`config.mk`:
```
export PLATFORM = sky130hd
export DESIGN_NAME = npcs_cell
export DESIGN_NICKNAME = d
export VERILOG_FILES = /design/src/rtl/npcs_pkg.sv /design/src/rtl/npcs_cell.sv
export SDC_FILE = /design/constraint.sdc
export NUM_CORES = 1
export LEC_CHECK = 0
export ABC_AREA = 0
export BUFFER_PORTS_ARGS = -buffer_cell sky130_fd_sc_hd__buf_2
export CAP_MARGIN = 5
export CORE_MARGIN = 10
export CORE_UTILIZATION = 42
export DETAILED_ROUTE_END_ITERATION = 6
export PLACE_DENSITY = 0.84
export SETUP_SLACK_MARGIN = 0.5
export SLEW_MARGIN = 15
export SYNTH_ARGS = -nofsm -noshare
export SYNTH_HDL_FRONTEND = slang
export SYNTH_SLANG_ARGS = --single-unit
```
`constraint.sdc`:
```
create_clock -name aclk -period 2.62 [get_ports aclk]
set_input_delay 0.393 -clock aclk [delete_from_list [all_inputs] [get_ports aclk]]
set_output_delay 0.393 -clock aclk [all_outputs]
set_load 0.03 [all_outputs]
```
`src/rtl/npcs_pkg.sv`:
```
`default_nettype none

package npcs_pkg;

    localparam int DEFAULT_PALETTE_ENTRIES = 256;
    localparam int ENTRY_IDX_W             = 8;
    localparam int CHAN_W                  = 16;
    localparam int SQ_W                    = 2 * CHAN_W;
    localparam int SUM_W                   = SQ_W + 2;
    localparam int PIXEL_W                 = 32;
    localparam int INDEXED_CELLS           = 255;
    localparam int DIRECT_ADD_CELLS        = 16;
    localparam int DIRECT_OR_CELLS         = 256;

    localparam int CFG_INDEX_W = 2;
    localparam int CFG_DATA_W  = 32;
    localparam logic [CFG_INDEX_W-1:0] REG_COLOR_MODE  = 2'd0;
    localparam logic [CFG_INDEX_W-1:0] REG_RED_MASK    = 2'd1;
    localparam logic [CFG_INDEX_W-1:0] REG_GREEN_MASK  = 2'd2;
    localparam logic [CFG_INDEX_W-1:0] REG_BLUE_MASK   = 2'd3;

    localparam logic [1:0] MODE_INDEXED    = 2'd0;
    localparam logic [1:0] MODE_DIRECT_ADD = 2'd1;

    localparam logic CMD_LOAD  = 1'b0;
    localparam logic CMD_QUERY = 1'b1;

    localparam int S_TDATA_W = 64;
    localparam int M_TDATA_W = 88;

    typedef struct packed {
        logic [CHAN_W-1:0] red;
        logic [CHAN_W-1:0] green;
        logic [CHAN_W-1:0] blue;
        logic              excl;
    } entry_t;

    typedef struct packed {
        logic                   valid;
        logic                   skip;
        logic [ENTRY_IDX_W-1:0] idx;
        logic [CHAN_W-1:0]      red;
        logic [CHAN_W-1:0]      green;
        logic [CHAN_W-1:0]      blue;
        logic [SQ_W-1:0]        sq_red;
        logic [SQ_W-1:0]        sq_green;
        logic [SQ_W-1:0]        sq_blue;
    } dist_t;

    typedef struct packed {
        logic                   found;
        logic [ENTRY_IDX_W-1:0] idx_red;
        logic [ENTRY_IDX_W-1:0] idx_green;
        logic [ENTRY_IDX_W-1:0] idx_blue;
        logic [CHAN_W-1:0]      red;
        logic [CHAN_W-1:0]      green;
        logic [CHAN_W-1:0]      blue;
    } best_t;

    function automatic logic [CHAN_W-1:0] abs_diff(input logic [CHAN_W-1:0] a,
                                                   input logic [CHAN_W-1:0] b);
        return (a >= b) ? (a - b) : (b - a);
    endfunction

    function automatic logic [PIXEL_W-1:0] low_bit(input logic [PIXEL_W-1:0] m);
        return m & (~m + 32'd1);
    endfunction

endpackage

`default_nettype wire

```
`src/rtl/npcs_cell.sv`:
```
`default_nettype none

module npcs_cell
    import npcs_pkg::*;
(
    input  wire logic   aclk,
    input  wire logic   shift_en,
    input  wire logic   load_en,
    input  wire entry_t shift_in,
    input  wire entry_t load_data,
    output entry_t      entry_q
);

    entry_t entry_reg;
    entry_t entry_next;

    always_comb begin
        entry_next = entry_reg;
        if (shift_en) begin
            entry_next = shift_in;
        end else if (load_en) begin
            entry_next = load_data;
        end
    end

    always_ff @(posedge aclk) begin
        entry_reg <= entry_next;
    end

    assign entry_q = entry_reg;

endmodule

`default_nettype wire

```
==> flow_summary.yaml <==
final_layout:
  largest_reg_flops: 49
  layout-drive-gt1-share_pct: 80.8
  final_common_cell: "buf_2"
  diodes: 0
  synthToLayoutAreaGrowth_pct: 34.7
  layout_common_cells: "149 x buf_2, 49 x mux2_4, 49 x edfxtp_1"
  fin_nets: 357
  fill_cells: 453
logic_synthesis:
  yosysSeqAreaShare_pct: 63.3
  yosysWarningCount: 0
  ys_types: 5
  synthesis.nets: 206
  syn_inst: 105
  ys_ff_latch: 49
  syn_area_sq_um: 2320
  synth_area_per_cell_sq_um: 22.1
critical_path:
  critPathLaunchType: "input pin"
  critPathCaptureType: "flop"
  path_buf_inv: 2
  slowest_delay_ns: 0.69
  cp_max_fo: 49
  path_delay_family: "buffers and inverters"
  arrival_ns: 1.56
  path_class: "input pin to flop"
  crit_chain: "buf_2 > buf_4 > mux2_4"
  crit_required_ns: 2.66
  crit_path_top_delay_cell: "buf_4"
floorplan:
  die_h_um: 94.4
  core-area_sq_um: 5440
  initial_core_util_pct: 42.7
  dieArea_sq_um: 8910
  io_pins: 150
  die_w_um: 94.4
  rows: 27
clock_tree:
  clkSinkCount: 49
  cts_setup_buffers: 0
  cts_buffer_depth: 2
  cts_tree: "yes"
  cts_made_buffers: 5
  ctsHoldBuffers: 0
  post_cts_resized: 0
  clk_pin_slew_ns: 0.09
  cts-root-buf: "clkbuf_8"
  cts_max_level: 2
power_and_ir_drop:
  p_int_uw: 1340
  sw_frac_of_total_pct: 28.6
  switchingPower_uw: 536
  clock_power_share_pct: 21.9
  powerDensity_nw_per_um2: 598
  p_leak_uw: 0.00153
  peakVddDrop_mv: 0.299
  total_power_uw: 1870
  p_seq_share_pct: 52.4
  p_comb_share_pct: 25.7
routing:
  drc: 0
  first_pass_iters: 4
  routed_via_density: 4.54
  final_antenna_net_count: 0
  drt_iter0_drc: 41
  post_drt_wl_per_cell_um: 18.3
  wl_um: 5990
  vias: 1486
sta:
  worst_pin_slew_ns: 1.13
  final.min_clock_period_ns: 1.51
  hold_violations: 0
  setup-tns-final_ns: 0
  fmax_ghz: 0.660
  slew_headroom_pct: 24.5
  post-route-period-util_pct: 57.8
  setup_viol: 0
  slew_viol_final: 0
  timing.hold.ws_ns: 0.394
  grt_setup_unrepaired: "no"
global_routing:
  grt_max_degree: 50
  grt_usage_pct: 12.5
  grt_pass1_vias: 1651
  grt_first_pass_wirelength_um: 8640
  antenna_found_initial: 0
  grt_overflow: 0
worst_hold_path:
  min_from: "load_data[2]"
  whs_endpoint: "entry_q[2]"
  min_path_cells: 2
  hold_path.class: "input pin to flop"
job:
  cap_violations: 0
placed_design:
  routabilityCongestion: 0.753
  io_buffers: 149
  hpwlAfterDp_um: 4850
status:
  outcome: "finished clean"
-- worst max-delay path by stage --
stage             start           to  depth (start not counted)
5_1_grt        shift_en  entry_q[15]                          3
3_3_place_gp   shift_en  entry_q[25]                          3
6_report       shift_en   entry_q[9]                          3
3_5_place_dp   shift_en  entry_q[42]                          3
2_1_floorplan  shift_en   entry_q[0]                          3
4_1_cts        shift_en  entry_q[11]                          3
-- power groups by stage --
stage / logic (uW) / registers (uW) / clock network [uW]
after global routing: 509 / 991 / 451
after global placement: 481 / 996 / 0
after floorplan: 143 / 1180 / 0
after detailed placement: 488 / 1000 / 0
after CTS: 489 / 982 / 428
final: 482 / 980 / 410
-- cell families (layout without fill, tap and decap cells) --
logic type             Yosys count  in the layout  share of synthesized area (%)
buffers and inverters            6            156                           4.79
DFF                             49             49                           63.3
muxes                           49             49                           31.6
and+or+nand+nor                  1              1                          0.269
-- through the flow --
step	utilization (%)	instances	setup slack, ns	instance area [sq um]
finish	57.6	327	1.11	3130
global route	57.6	327	1.08	3130
CTS	57.6	327	1.13	3130
detailed placement	56.2	321	0.806	3060
global placement	56.2	321	0.843	3060
floorplan	-	105	0.895	2320
-- cell type report --
cell class	instances	area, sq um	area share [%]
Clock buffer	5	68.8	2.20
Clock inverter	1	5.00	0.160
Multi-Input combinational cell	50	742	23.7
Sequential cell	49	1470	47.0
Tap cell	72	90.1	2.88
Timing Repair Buffer	150	753	24.1
-- cells in the mapped netlist --
| master | instances | area share (%) |
|---|---|---|
| edfxtp_1 | 49 | 63 |
| buf_6 | 1 | 0.48 |
| mux2_4 | 49 | 32 |
| or2_1 | 1 | 0.27 |
| buf_12 | 5 | 4.3 |
-- per-layer routing --
metal / GRT usage, % / part of all wire (%)
met1: 13.1 / 37
met2: 20.4 / 49
met3: 7.61 / 12
met4: 4.18 / 1.3
met5: 0 / 0
Note: power is estimated with default switching activity, not from simulation.
