**src/rtl/npcs_pkg.sv**
```systemverilog
`default_nettype none

package npcs_pkg;

    localparam int DEFAULT_PALETTE_ENTRIES = 256;
    localparam int ENTRY_IDX_W             = 8;
    localparam int CHAN_W                  = 16;
    localparam int SQ_W                    = 2 * CHAN_W;
    localparam int SUM_W                   = SQ_W + 2;
    localparam int PIXEL_W                 = 32;
    localparam int INDEXED_CELLS           = 255;
    localparam int DIRECT_ADD_CELLS        = 16;
    localparam int DIRECT_OR_CELLS         = 256;

    localparam int CFG_INDEX_W = 2;
    localparam int CFG_DATA_W  = 32;
    localparam logic [CFG_INDEX_W-1:0] REG_COLOR_MODE  = 2'd0;
    localparam logic [CFG_INDEX_W-1:0] REG_RED_MASK    = 2'd1;
    localparam logic [CFG_INDEX_W-1:0] REG_GREEN_MASK  = 2'd2;
    localparam logic [CFG_INDEX_W-1:0] REG_BLUE_MASK   = 2'd3;

    localparam logic [1:0] MODE_INDEXED    = 2'd0;
    localparam logic [1:0] MODE_DIRECT_ADD = 2'd1;

    localparam logic CMD_LOAD  = 1'b0;
    localparam logic CMD_QUERY = 1'b1;

    localparam int S_TDATA_W = 64;
    localparam int M_TDATA_W = 88;

    typedef struct packed {
        logic [CHAN_W-1:0] red;
        logic [CHAN_W-1:0] green;
        logic [CHAN_W-1:0] blue;
        logic              excl;
    } entry_t;

    typedef struct packed {
        logic                   valid;
        logic                   skip;
        logic [ENTRY_IDX_W-1:0] idx;
        logic [CHAN_W-1:0]      red;
        logic [CHAN_W-1:0]      green;
        logic [CHAN_W-1:0]      blue;
        logic [SQ_W-1:0]        sq_red;
        logic [SQ_W-1:0]        sq_green;
        logic [SQ_W-1:0]        sq_blue;
    } dist_t;

    typedef struct packed {
        logic                   found;
        logic [ENTRY_IDX_W-1:0] idx_red;
        logic [ENTRY_IDX_W-1:0] idx_green;
        logic [ENTRY_IDX_W-1:0] idx_blue;
        logic [CHAN_W-1:0]      red;
        logic [CHAN_W-1:0]      green;
        logic [CHAN_W-1:0]      blue;
    } best_t;

    function automatic logic [CHAN_W-1:0] abs_diff(input logic [CHAN_W-1:0] a,
                                                   input logic [CHAN_W-1:0] b);
        return (a >= b) ? (a - b) : (b - a);
    endfunction

    function automatic logic [PIXEL_W-1:0] low_bit(input logic [PIXEL_W-1:0] m);
        return m & (~m + 32'd1);
    endfunction

endpackage

`default_nettype wire

```
**src/rtl/npcs_dist.sv**
```systemverilog
`default_nettype none

module npcs_dist
    import npcs_pkg::*;
(
    input  wire logic                   aclk,
    input  wire logic                   aresetn,
    input  wire logic                   in_valid,
    input  wire logic                   honor_excl,
    input  wire logic [ENTRY_IDX_W-1:0] in_idx,
    input  wire entry_t                 head,
    input  wire logic [CHAN_W-1:0]      target_red,
    input  wire logic [CHAN_W-1:0]      target_green,
    input  wire logic [CHAN_W-1:0]      target_blue,
    output dist_t                       dist_q
);

    dist_t dist_reg;
    dist_t dist_next;
    logic [CHAN_W-1:0] dr, dg, db;

    always_comb begin
        dr = abs_diff(target_red, head.red);
        dg = abs_diff(target_green, head.green);
        db = abs_diff(target_blue, head.blue);
        dist_next.valid    = in_valid;
        dist_next.skip     = honor_excl & head.excl;
        dist_next.idx      = in_idx;
        dist_next.red      = head.red;
        dist_next.green    = head.green;
        dist_next.blue     = head.blue;
        dist_next.sq_red   = SQ_W'(dr) * SQ_W'(dr);
        dist_next.sq_green = SQ_W'(dg) * SQ_W'(dg);
        dist_next.sq_blue  = SQ_W'(db) * SQ_W'(db);
    end

    always_ff @(posedge aclk) begin
        if (!aresetn) begin
            dist_reg.valid <= 1'b0;
        end else begin
            dist_reg.valid <= dist_next.valid;
        end
        dist_reg.skip     <= dist_next.skip;
        dist_reg.idx      <= dist_next.idx;
        dist_reg.red      <= dist_next.red;
        dist_reg.green    <= dist_next.green;
        dist_reg.blue     <= dist_next.blue;
        dist_reg.sq_red   <= dist_next.sq_red;
        dist_reg.sq_green <= dist_next.sq_green;
        dist_reg.sq_blue  <= dist_next.sq_blue;
    end

    assign dist_q = dist_reg;

endmodule

`default_nettype wire

```
**config.mk**
```make
export PLATFORM = sky130hd
export DESIGN_NAME = npcs_dist
export DESIGN_NICKNAME = d
export VERILOG_FILES = /design/src/rtl/npcs_pkg.sv /design/src/rtl/npcs_dist.sv
export SDC_FILE = /design/constraint.sdc
export NUM_CORES = 2
export LEC_CHECK = 0
export BUFFER_PORTS_ARGS = -buffer_cell sky130_fd_sc_hd__buf_2
export CAP_MARGIN = 20
export CORE_MARGIN = 2
export CORE_UTILIZATION = 60
export CTS_BUF_LIST = sky130_fd_sc_hd__clkbuf_4 sky130_fd_sc_hd__clkbuf_8
export DETAILED_ROUTE_END_ITERATION = 10
export GPL_TIMING_DRIVEN = 1
export HOLD_SLACK_MARGIN = 0.1
export PLACE_DENSITY_LB_ADDON = 0.08
export SLEW_MARGIN = 5
export SYNTH_ARGS = -nofsm -noshare
export SYNTH_HDL_FRONTEND = slang
export SYNTH_SLANG_ARGS = --single-unit
```
**constraint.sdc**
```tcl
create_clock -name aclk -period 15.9 [get_ports aclk]
set_input_delay 2.385 -clock aclk [delete_from_list [all_inputs] [get_ports aclk]]
set_output_delay 2.385 -clock aclk [all_outputs]
set_load 0.01 [all_outputs]
```
==> run summary <==
outcome -> finished, final reports clean
ys async rst share -> 0%
Yosys top cell area share -> 34.1%
hpwl dp -> 59200 um
Hold-fix buffers, CTS -> 0
Worst path slowest cell -> xnor2_1
top_reg_cell synth -> dfxtp_1
clock buffer count from CTS -> 17
hold path startpoint -> in_idx[7]
met2 WL -> 34500 um
largest cells by area after synthesis -> fa_1 (34%), ha_1 (17%), dfxtp_1 (10%)
Max Cap Viol -> 0
placed cells -> 4082
Port-buffer cells -> 259
die width -> 224 um
htree depth -> 4
Final Cell Area -> 0.0313 sq mm
register bit total from synthesis -> 151
Post-Syn Area -> 0.0289 sq mm
number of remaining DRC errors -> 0
clock transition at the registers of the reported paths -> 90 ps
Ys Warns -> 0
final wirelength -> 69200 um
RSZ-0062 raised after global routing -> no
Final period util -> 73.4%
first-pass GRT wire length -> 117000 um
critical path type -> in2reg
Starting DRT DRC Count -> 1260
final global-route overflow total -> 0
worst path arrival time -> 12160 ps
Crit Path Max Fanout -> 17
most frequent cell after synthesis -> inv_1
share of post-route cells with drive strength above 1 -> 10.8%
Largest register FFs -> 151
most used cell, CP -> inv_1
instance count on the critical path -> 35
# IOs -> 263
DIE AREA -> 0.0500 sq mm
largest net degree at the start of global routing -> 22
final non-filler cell total -> 4114
Synth Instances -> 3263
routability cong. -> 0.969
FP Rows -> 80
vias in the first global route -> 24225
initial antenna violation count -> 0
CTS tree -> yes
Cell variety after synth -> 75
EDFF count, synth -> 0
Post-synth top cells -> inv_1 (800), fa_1 (492), ha_1 (391)
post-layout min period -> 11670 ps
Seq/Total Area, Yosys -> 10.5%
Vias -> 22193
worst slew pin tran -> 1090 ps
Clock Tree Root -> clkbuf_8
CP top delay family -> adder cells
Final Setup Violations -> 0
Max Freq -> 85.7 MHz
Avg Synthesized Cell Area -> 8.86 sq um
Nets -> 4478
CP startpoint -> head[1]
Worst Hold Class -> in2reg
Final Hold Fails -> 0
final hold slack -> 1910 ps
Layout area overhead -> 8.32%
Setup TNS -> 0 ps
Worst EP required -> 16390 ps
area of the core -> 0.0476 sq mm
Final Max Slew Viols -> 0
Pre-Repair DR Iteration Count -> 5
setup bufs post-CTS -> 0
DRT met1 WL -> 29000 um
Synth area leader -> fa_1
placed instance area -> 0.0309 sq mm
Slowest Stage Delay on Critical Path -> 660 ps
CP bufs+invs -> 10
Relative slew margins -> 25.5%
routed wl met3 -> 3110 um
Avg WL per Cell -> 16.8 um
Initial Util -> 60.7%
overall global routing resource usage -> 29.5%
Post-CTS Resized -> 0
hold depth -> 1
die height -> 224 um
CP startpoint kind -> input port
# fillers -> 4100
Clock Sinks -> 151
uppermost layer routed -> met4
Crit. End Element -> flop
antenna-violating nets left -> 0
Bufs on Longest Clock Path -> 2
Vias/cell -> 5.39
cell families (layout without fill, tap and decap cells):
group | Yosys count | after routing | share of synthesized area, %
AO/OA/AOI/OAI | 438 | 438 | 9.93
adder cells (fa/ha/maj) | 883 | 883 | 51.0
AND/OR/NAND/NOR | 699 | 699 | 10.7
XOR/XNOR | 151 | 151 | 4.62
multiplexers | 39 | 39 | 1.41
other | 1 | 4 | 0.0130
buffers and inverters | 901 | 1134 | 11.9
flip-flops | 151 | 151 | 10.5
stage by stage:
| stage | setup slack (ps) | utilization, % |
|---|---|---|
| 5_1_grt | 3660 | 65.8 |
| 3_5_place_dp | 3720 | 64.8 |
| 2_1_floorplan | 5330 | - |
| 4_1_cts | 4330 | 65.8 |
| 6_report | 4230 | 65.8 |
| 3_3_place_gp | 4090 | 64.8 |
layer usage:
layer  vias up  track usage (%)
met2       576             51.7
met3       137             4.08
met5         -                0
met1     10984             36.5
li1      10496                -
met4         0             12.3
final timing paths:
| check | endpoint | slack [ps] |
|---|---|---|
| max | dist_q[30] | 4230 |
| min | dist_q[151] | 1910 |
layout make-up:
class	count	area, sq um	share of cell area, %
repair buffers	294	1560	4.98
diodes	1	2.50	0.00799
flip-flops and latches	151	3020	9.65
multi-input cells	2213	22500	71.7
inverters	809	3040	9.70
clock inverters	11	196	0.627
well taps	615	769	2.46
clock buffers	20	269	0.859
placed cells by master (no fill, tap or decap), drive strengths merged, types with 32 or more instances in the layout:
| cell | Yosys | routed |
|---|---|---|
| a21o | 86 | 86 |
| xor2 | 56 | 56 |
| ha | 391 | 391 |
| fa | 492 | 492 |
| buf | 35 | 294 |
| xnor2 | 95 | 95 |
| inv | 806 | 807 |
| nand2 | 270 | 270 |
| o21ai | 71 | 71 |
| nand2b | 32 | 32 |
| nor2 | 227 | 227 |
| a21oi | 136 | 136 |
| dfxtp | 151 | 151 |
Power is left out: the tool's default activity adds up to more than one toggle a clock period on the data nets, which glitch-free logic cannot reach.
