===== src/rtl/npcs_pkg.sv =====
`default_nettype none

package npcs_pkg;

    localparam int DEFAULT_PALETTE_ENTRIES = 256;
    localparam int ENTRY_IDX_W             = 8;
    localparam int CHAN_W                  = 16;
    localparam int SQ_W                    = 2 * CHAN_W;
    localparam int SUM_W                   = SQ_W + 2;
    localparam int PIXEL_W                 = 32;
    localparam int INDEXED_CELLS           = 255;
    localparam int DIRECT_ADD_CELLS        = 16;
    localparam int DIRECT_OR_CELLS         = 256;

    localparam int CFG_INDEX_W = 2;
    localparam int CFG_DATA_W  = 32;
    localparam logic [CFG_INDEX_W-1:0] REG_COLOR_MODE  = 2'd0;
    localparam logic [CFG_INDEX_W-1:0] REG_RED_MASK    = 2'd1;
    localparam logic [CFG_INDEX_W-1:0] REG_GREEN_MASK  = 2'd2;
    localparam logic [CFG_INDEX_W-1:0] REG_BLUE_MASK   = 2'd3;

    localparam logic [1:0] MODE_INDEXED    = 2'd0;
    localparam logic [1:0] MODE_DIRECT_ADD = 2'd1;

    localparam logic CMD_LOAD  = 1'b0;
    localparam logic CMD_QUERY = 1'b1;

    localparam int S_TDATA_W = 64;
    localparam int M_TDATA_W = 88;

    typedef struct packed {
        logic [CHAN_W-1:0] red;
        logic [CHAN_W-1:0] green;
        logic [CHAN_W-1:0] blue;
        logic              excl;
    } entry_t;

    typedef struct packed {
        logic                   valid;
        logic                   skip;
        logic [ENTRY_IDX_W-1:0] idx;
        logic [CHAN_W-1:0]      red;
        logic [CHAN_W-1:0]      green;
        logic [CHAN_W-1:0]      blue;
        logic [SQ_W-1:0]        sq_red;
        logic [SQ_W-1:0]        sq_green;
        logic [SQ_W-1:0]        sq_blue;
    } dist_t;

    typedef struct packed {
        logic                   found;
        logic [ENTRY_IDX_W-1:0] idx_red;
        logic [ENTRY_IDX_W-1:0] idx_green;
        logic [ENTRY_IDX_W-1:0] idx_blue;
        logic [CHAN_W-1:0]      red;
        logic [CHAN_W-1:0]      green;
        logic [CHAN_W-1:0]      blue;
    } best_t;

    function automatic logic [CHAN_W-1:0] abs_diff(input logic [CHAN_W-1:0] a,
                                                   input logic [CHAN_W-1:0] b);
        return (a >= b) ? (a - b) : (b - a);
    endfunction

    function automatic logic [PIXEL_W-1:0] low_bit(input logic [PIXEL_W-1:0] m);
        return m & (~m + 32'd1);
    endfunction

endpackage

`default_nettype wire


===== src/rtl/npcs_best.sv =====
`default_nettype none

module npcs_best
    import npcs_pkg::*;
(
    input  wire logic  aclk,
    input  wire logic  aresetn,
    input  wire logic  init,
    input  wire logic  indexed,
    input  wire dist_t dist_in,
    output best_t      best_q
);

    best_t best_reg;
    best_t best_next;
    logic [SUM_W-1:0] sum_reg, sum_next;
    logic [SQ_W-1:0]  sq_red_reg, sq_red_next;
    logic [SQ_W-1:0]  sq_green_reg, sq_green_next;
    logic [SQ_W-1:0]  sq_blue_reg, sq_blue_next;
    logic [SUM_W-1:0] sum;
    logic             take;

    always_comb begin
        best_next     = best_reg;
        sum_next      = sum_reg;
        sq_red_next   = sq_red_reg;
        sq_green_next = sq_green_reg;
        sq_blue_next  = sq_blue_reg;
        sum  = SUM_W'(dist_in.sq_red) + SUM_W'(dist_in.sq_green) + SUM_W'(dist_in.sq_blue);
        take = dist_in.valid & ~dist_in.skip;
        if (init) begin
            best_next.found = 1'b0;
        end else if (take) begin
            best_next.found = 1'b1;
            if (indexed) begin
                // first strict minimum of the total distance wins
                if (!best_reg.found || sum < sum_reg) begin
                    sum_next          = sum;
                    best_next.idx_red = dist_in.idx;
                    best_next.red     = dist_in.red;
                    best_next.green   = dist_in.green;
                    best_next.blue    = dist_in.blue;
                end
            end else begin
                if (!best_reg.found || dist_in.sq_red < sq_red_reg) begin
                    sq_red_next       = dist_in.sq_red;
                    best_next.idx_red = dist_in.idx;
                    best_next.red     = dist_in.red;
                end
                if (!best_reg.found || dist_in.sq_green < sq_green_reg) begin
                    sq_green_next       = dist_in.sq_green;
                    best_next.idx_green = dist_in.idx;
                    best_next.green     = dist_in.green;
                end
                if (!best_reg.found || dist_in.sq_blue < sq_blue_reg) begin
                    sq_blue_next       = dist_in.sq_blue;
                    best_next.idx_blue = dist_in.idx;
                    best_next.blue     = dist_in.blue;
                end
            end
        end
    end

    always_ff @(posedge aclk) begin
        if (!aresetn) begin
            best_reg.found <= 1'b0;
        end else begin
            best_reg.found <= best_next.found;
        end
        best_reg.idx_red   <= best_next.idx_red;
        best_reg.idx_green <= best_next.idx_green;
        best_reg.idx_blue  <= best_next.idx_blue;
        best_reg.red       <= best_next.red;
        best_reg.green     <= best_next.green;
        best_reg.blue      <= best_next.blue;
        sum_reg            <= sum_next;
        sq_red_reg         <= sq_red_next;
        sq_green_reg       <= sq_green_next;
        sq_blue_reg        <= sq_blue_next;
    end

    assign best_q = best_reg;

endmodule

`default_nettype wire


===== config.mk =====
export PLATFORM = sky130hd
export DESIGN_NAME = npcs_best
export DESIGN_NICKNAME = d
export VERILOG_FILES = /design/src/rtl/npcs_pkg.sv /design/src/rtl/npcs_best.sv
export SDC_FILE = /design/constraint.sdc
export NUM_CORES = 1
export LEC_CHECK = 0
export BUFFER_PORTS_ARGS = -buffer_cell sky130_fd_sc_hd__buf_2
export CAP_MARGIN = 0
export CORE_MARGIN = 1.5
export CORE_UTILIZATION = 40
export DETAILED_ROUTE_END_ITERATION = 7
export GPL_ROUTABILITY_DRIVEN = 0
export PLACE_DENSITY = 0.6
export REMOVE_ABC_BUFFERS = 1
export SETUP_SLACK_MARGIN = 0.5
export SYNTH_ARGS = -nofsm -noshare
export SYNTH_HDL_FRONTEND = slang
export SYNTH_SLANG_ARGS = --single-unit

===== constraint.sdc =====
create_clock -name aclk -period 6.9 [get_ports aclk]
set_input_delay 0.345 -clock aclk [delete_from_list [all_inputs] [get_ports aclk]]
set_output_delay 0.345 -clock aclk [all_outputs]
set_load 0.01 [all_outputs]

==> results.txt <==
The flow ran to the end, and the final reports show no timing, DRC or antenna violations. The post-layout minimum cycle time came out at 5.292 ns. The global-route total usage across every layer came out at 18.19%. Measured along the x axis, the die boundary spans 174.2 um. The number of port buffers came out at 230.

The worst path required time came out at 7.01 ns. The first global-routing pass estimated 43.54 mm of wire. CTS built an H-tree with a depth of 1. The area of all sequential standard cells is 6086 um^2. The clock sink total came out at 203. The area of the die came out at 30330 um^2. The kind of cell with the highest combined delay along the critical path is compound AO/OA/AOI/OAI gates. The number of hold violations in the final report is 0.

The logic gate share of total power came out at 25.9%. The top routing layer in use is met4. The post-CTS resize count is 0. The average footprint of a synthesized cell is 12.72 um^2.

The depth of the worst hold-timing path came out at 1. Setup repair after global routing left no endpoint under its margin. The iteration-0 DRC count of the detailed router is 310. The maximum clock skew at final layout came out at 0.008985 ns. The share of synthesized area occupied by flip-flops and latches came out at 51.94%.

The detailed-placement wirelength estimate came out at 20.60 mm. In the post-synthesis netlist, the biggest area contributors are sky130_fd_sc_hd__edfxtp_1 (52%), sky130_fd_sc_hd__ha_1 (17%), sky130_fd_sc_hd__fa_1 (5.6%). The first-pass iteration count of the detailed router came out at 4. The routed length per placed instance came out at 16.65 um. The cell area after layout is 14700 um^2. After detailed placement, the total cell area comes to 13390 um^2. The count of pins on the block boundary is 231. Of all cell types, the one taking the most synthesized area is sky130_fd_sc_hd__edfxtp_1. Detailed routing inserted a total of 8055 vias. The slowest stage of the critical path is the sky130_fd_sc_hd__nand2b_1 cell.

Counting the buffers created by CTS gives 24. The number of flops mapped to enable cells by yosys is 202. The cell count along the critical path is 23. The multi-input gate area in the final layout came out at 5107 um^2. The final-report max-slew violation count is 0. The leakage power total came out at 0.006602 uW. The kind of end point of the critical path is a flop. The total of endpoints with negative setup slack in the final report is 0.

The max capacitance violation total came out at 0. Synthesis produced 921 cells. Data arrives at the worst endpoint at 5.40 ns. In this run the worst path has a maximum fanout of 16. The sequential cell fraction of total power is 40.4%. Clock latency on the worst-skew pair, taken at its later pin, is 0.53 ns. VDD sags by at most 0.1768 mV. The area growth from synthesis to layout is 25.49%. The post-detailed-routing wire length is 27.19 mm. The clock network accounts for 33.7% of the total power. The transition at the pin with the smallest max-transition slack came out at 0.8985 ns. The worst hold path belongs to the class input pin to flop. By startpoint and endpoint, the worst setup path is classified as input pin to flop. Of the total power, the share spent switching nets is 29.32%. The setup TNS after final layout is 0 ns.

The synthesized cell area came out at 11720 um^2. The tree is rooted in a sky130_fd_sc_hd__clkbuf_16. The initial core utilization is 40.71%. The share of the clock period used by the worst path after layout is 76.70%. Wire segments on met3 add up to 1.348 mm in the final route. The power density normalized to cell area came out at 245.7 nW/um^2.

The cell seen most often among critical-path stages is sky130_fd_sc_hd__inv_1. Row generation in the floorplan step produced 62 rows. The count of cell types in the netlist is 63. In this run the tightest slew margin relative to its limit is 39.46%. The number of nets with antenna violations after routing is 0. The switching power summed over all nets is 1059 uW. Counting both buffers and inverters, the worst setup path holds a total of 5. The clock transition at the register clock pins on the worst setup and hold paths after CTS came out at 0.06 ns.

Cells with a size suffix above 1 make up 23.62% of the layout. The total internal power is 2553 uW. The commonest register cell after synthesis is sky130_fd_sc_hd__edfxtp_1. On the worst path, the slowest cell contributes a delay of 0.54 ns. The maximum number of buffers from clock root to sink came out at 3. The maximum number of pins on one net before global-route repair came out at 41. The vertical extent of the die is 174.2 um. The internal reg-to-reg setup slack came out at 3.69 ns.

The count of nets after finishing came out at 1582. The count of state elements after synthesis came out at 203. 0 antenna diodes ended up in the layout. The share of async-settable or async-resettable flops after synthesis is 0%. For the worst flop-to-flop path, the logic depth is 9. The region available for standard cell placement spans 28780 um^2. The global-route congestion overflow total came out at 0. The startpoint type of the worst setup path is an input pin. The signal on the critical path passes through dlygate4sd3_1, buf_2, inv_1, fa_1, inv_1, ha_1, inv_1, fa_1, nand2b_1, a21oi_2, o2111ai_2, a21oi_1, nor4_2, o21ai_0, xor2_1, ha_1, nand4_1, nor3_1, a221oi_1, o21ai_0, a31oi_1, o31ai_1, nand2b_1. The initial antenna violation count is 0. Detailed routing placed a total of 12.70 mm of wire on met2.

The fraction of synthesized cell area taken by the top area cell type is 51.77%. The register with the most flip-flops in the layout has 73 of them. The number of global-route vias before repair is 8237. The CTS tree is built.

The fill cell total of the finished layout came out at 2508. After detailed routing, the number of remaining DRC violations is 0. The via count normalized by instance count is 4.933. The met1 routed wirelength after detailed routing is 12.55 mm. The maximum operating frequency came out at 0.1890 GHz. The number of synthesis warnings came out at 0.
[through the flow]
stage	setup WS [ns]	hold slack (ns)	utilization [%]	total power, uW	instances
after floorplan	1.917	0.4439	-	2111	917
after global placement	1.498	0.5222	46.53	2383	1536
after detailed placement	1.488	0.5237	46.53	2401	1536
after CTS	1.542	0.0007927	51.09	3660	1633
after global routing	1.052	0.01130	51.09	3832	1633
final	1.608	0.02750	51.09	3613	1633
[placed cells by master (no fill, tap or decap), types with 4 or more instances in the layout]
cell | synthesis | routed
sky130_fd_sc_hd__nand3_1 | 8 | 8
sky130_fd_sc_hd__inv_1 | 141 | 141
sky130_fd_sc_hd__a21oi_1 | 63 | 63
sky130_fd_sc_hd__buf_2 | 0 | 230
sky130_fd_sc_hd__a211oi_1 | 9 | 9
sky130_fd_sc_hd__nand2_1 | 42 | 42
sky130_fd_sc_hd__nor2b_1 | 5 | 5
sky130_fd_sc_hd__nor2_1 | 30 | 30
sky130_fd_sc_hd__fa_1 | 33 | 33
sky130_fd_sc_hd__clkinv_2 | 0 | 5
sky130_fd_sc_hd__nor3_1 | 7 | 7
sky130_fd_sc_hd__o21ai_0 | 33 | 32
sky130_fd_sc_hd__ha_1 | 157 | 157
sky130_fd_sc_hd__nand2b_1 | 10 | 10
sky130_fd_sc_hd__clkbuf_16 | 0 | 24
sky130_fd_sc_hd__xor2_1 | 13 | 13
sky130_fd_sc_hd__and3_2 | 4 | 4
sky130_fd_sc_hd__edfxtp_1 | 202 | 202
sky130_fd_sc_hd__nand4_1 | 23 | 23
sky130_fd_sc_hd__buf_4 | 2 | 5
sky130_fd_sc_hd__dlygate4sd3_1 | 0 | 56
sky130_fd_sc_hd__o211ai_1 | 6 | 6
sky130_fd_sc_hd__a31oi_1 | 7 | 7
sky130_fd_sc_hd__and4_1 | 5 | 5
sky130_fd_sc_hd__xnor2_1 | 16 | 16
sky130_fd_sc_hd__a21o_1 | 41 | 41
[cell type report]
type                            count  area share (%)
Tap cell                          384           3.268
Multi-Input combinational cell    573           34.73
Inverter                          141           3.599
Clock buffer                       26           4.135
Clock inverter                     15          0.9786
Timing Repair Buffer              291           11.90
Sequential cell                   203           41.39
[synth_stat cells, types with 3 or more instances]
library cell and instances:
sky130_fd_sc_hd__a211oi_1 9, sky130_fd_sc_hd__a21o_1 41, sky130_fd_sc_hd__a21oi_1 63, sky130_fd_sc_hd__a221o_1 3
sky130_fd_sc_hd__a31oi_1 7, sky130_fd_sc_hd__and3_1 3, sky130_fd_sc_hd__and3_2 4, sky130_fd_sc_hd__and4_1 5
sky130_fd_sc_hd__edfxtp_1 202, sky130_fd_sc_hd__fa_1 33, sky130_fd_sc_hd__ha_1 157, sky130_fd_sc_hd__inv_1 141
sky130_fd_sc_hd__nand2_1 42, sky130_fd_sc_hd__nand2b_1 10, sky130_fd_sc_hd__nand3_1 8, sky130_fd_sc_hd__nand4_1 23
sky130_fd_sc_hd__nor2_1 30, sky130_fd_sc_hd__nor2b_1 5, sky130_fd_sc_hd__nor3_1 7, sky130_fd_sc_hd__nor4_1 3
sky130_fd_sc_hd__o211ai_1 6, sky130_fd_sc_hd__o21ai_0 33, sky130_fd_sc_hd__o21ai_1 3, sky130_fd_sc_hd__o21bai_1 3
sky130_fd_sc_hd__o221ai_1 3, sky130_fd_sc_hd__xnor2_1 16, sky130_fd_sc_hd__xor2_1 13
[cell families after synthesis]
logic type	after synthesis	synth area share [%]
DFF	203	51.94
AOI/OAI and AO/OA	202	11.88
adders and majority gates	190	22.40
and+or+nand+nor	152	6.887
buffers and inverters	145	4.720
xor gates and xnor gates	29	2.168
[power groups by stage]
stage          registers (uW)  logic (uW)  clock network [uW]
2_1_floorplan            1500         615                   0
3_3_place_gp             1480         899                   0
3_5_place_dp             1490         916                   0
4_1_cts                  1460         946                1250
5_1_grt                  1460        1070                1300
6_report                 1460         936                1220
[metal layers]
layer  vias up  GRT usage (%)
met1      3780          24.63
met5         -              0
li1       4017              -
met2       218          30.60
met3        40          2.843
met4         0          4.526
[path summary, 6_finish.rpt]
kind | from | to
setup / recovery | dist_in[0] | best_q[16]
hold / removal | dist_in[149] | best_q[53]
setup reg to reg | sq_red_reg[25] | sq_red_reg[22]
hold reg to reg | best_q[72] | best_q[72]
[timing repair]
item / in CTS / in global routing
hold endpoints to repair: 66 / 0
hold buffers: 56 / 0
setup buffers: 0 / 0
(Power assumes the default switching activity.)
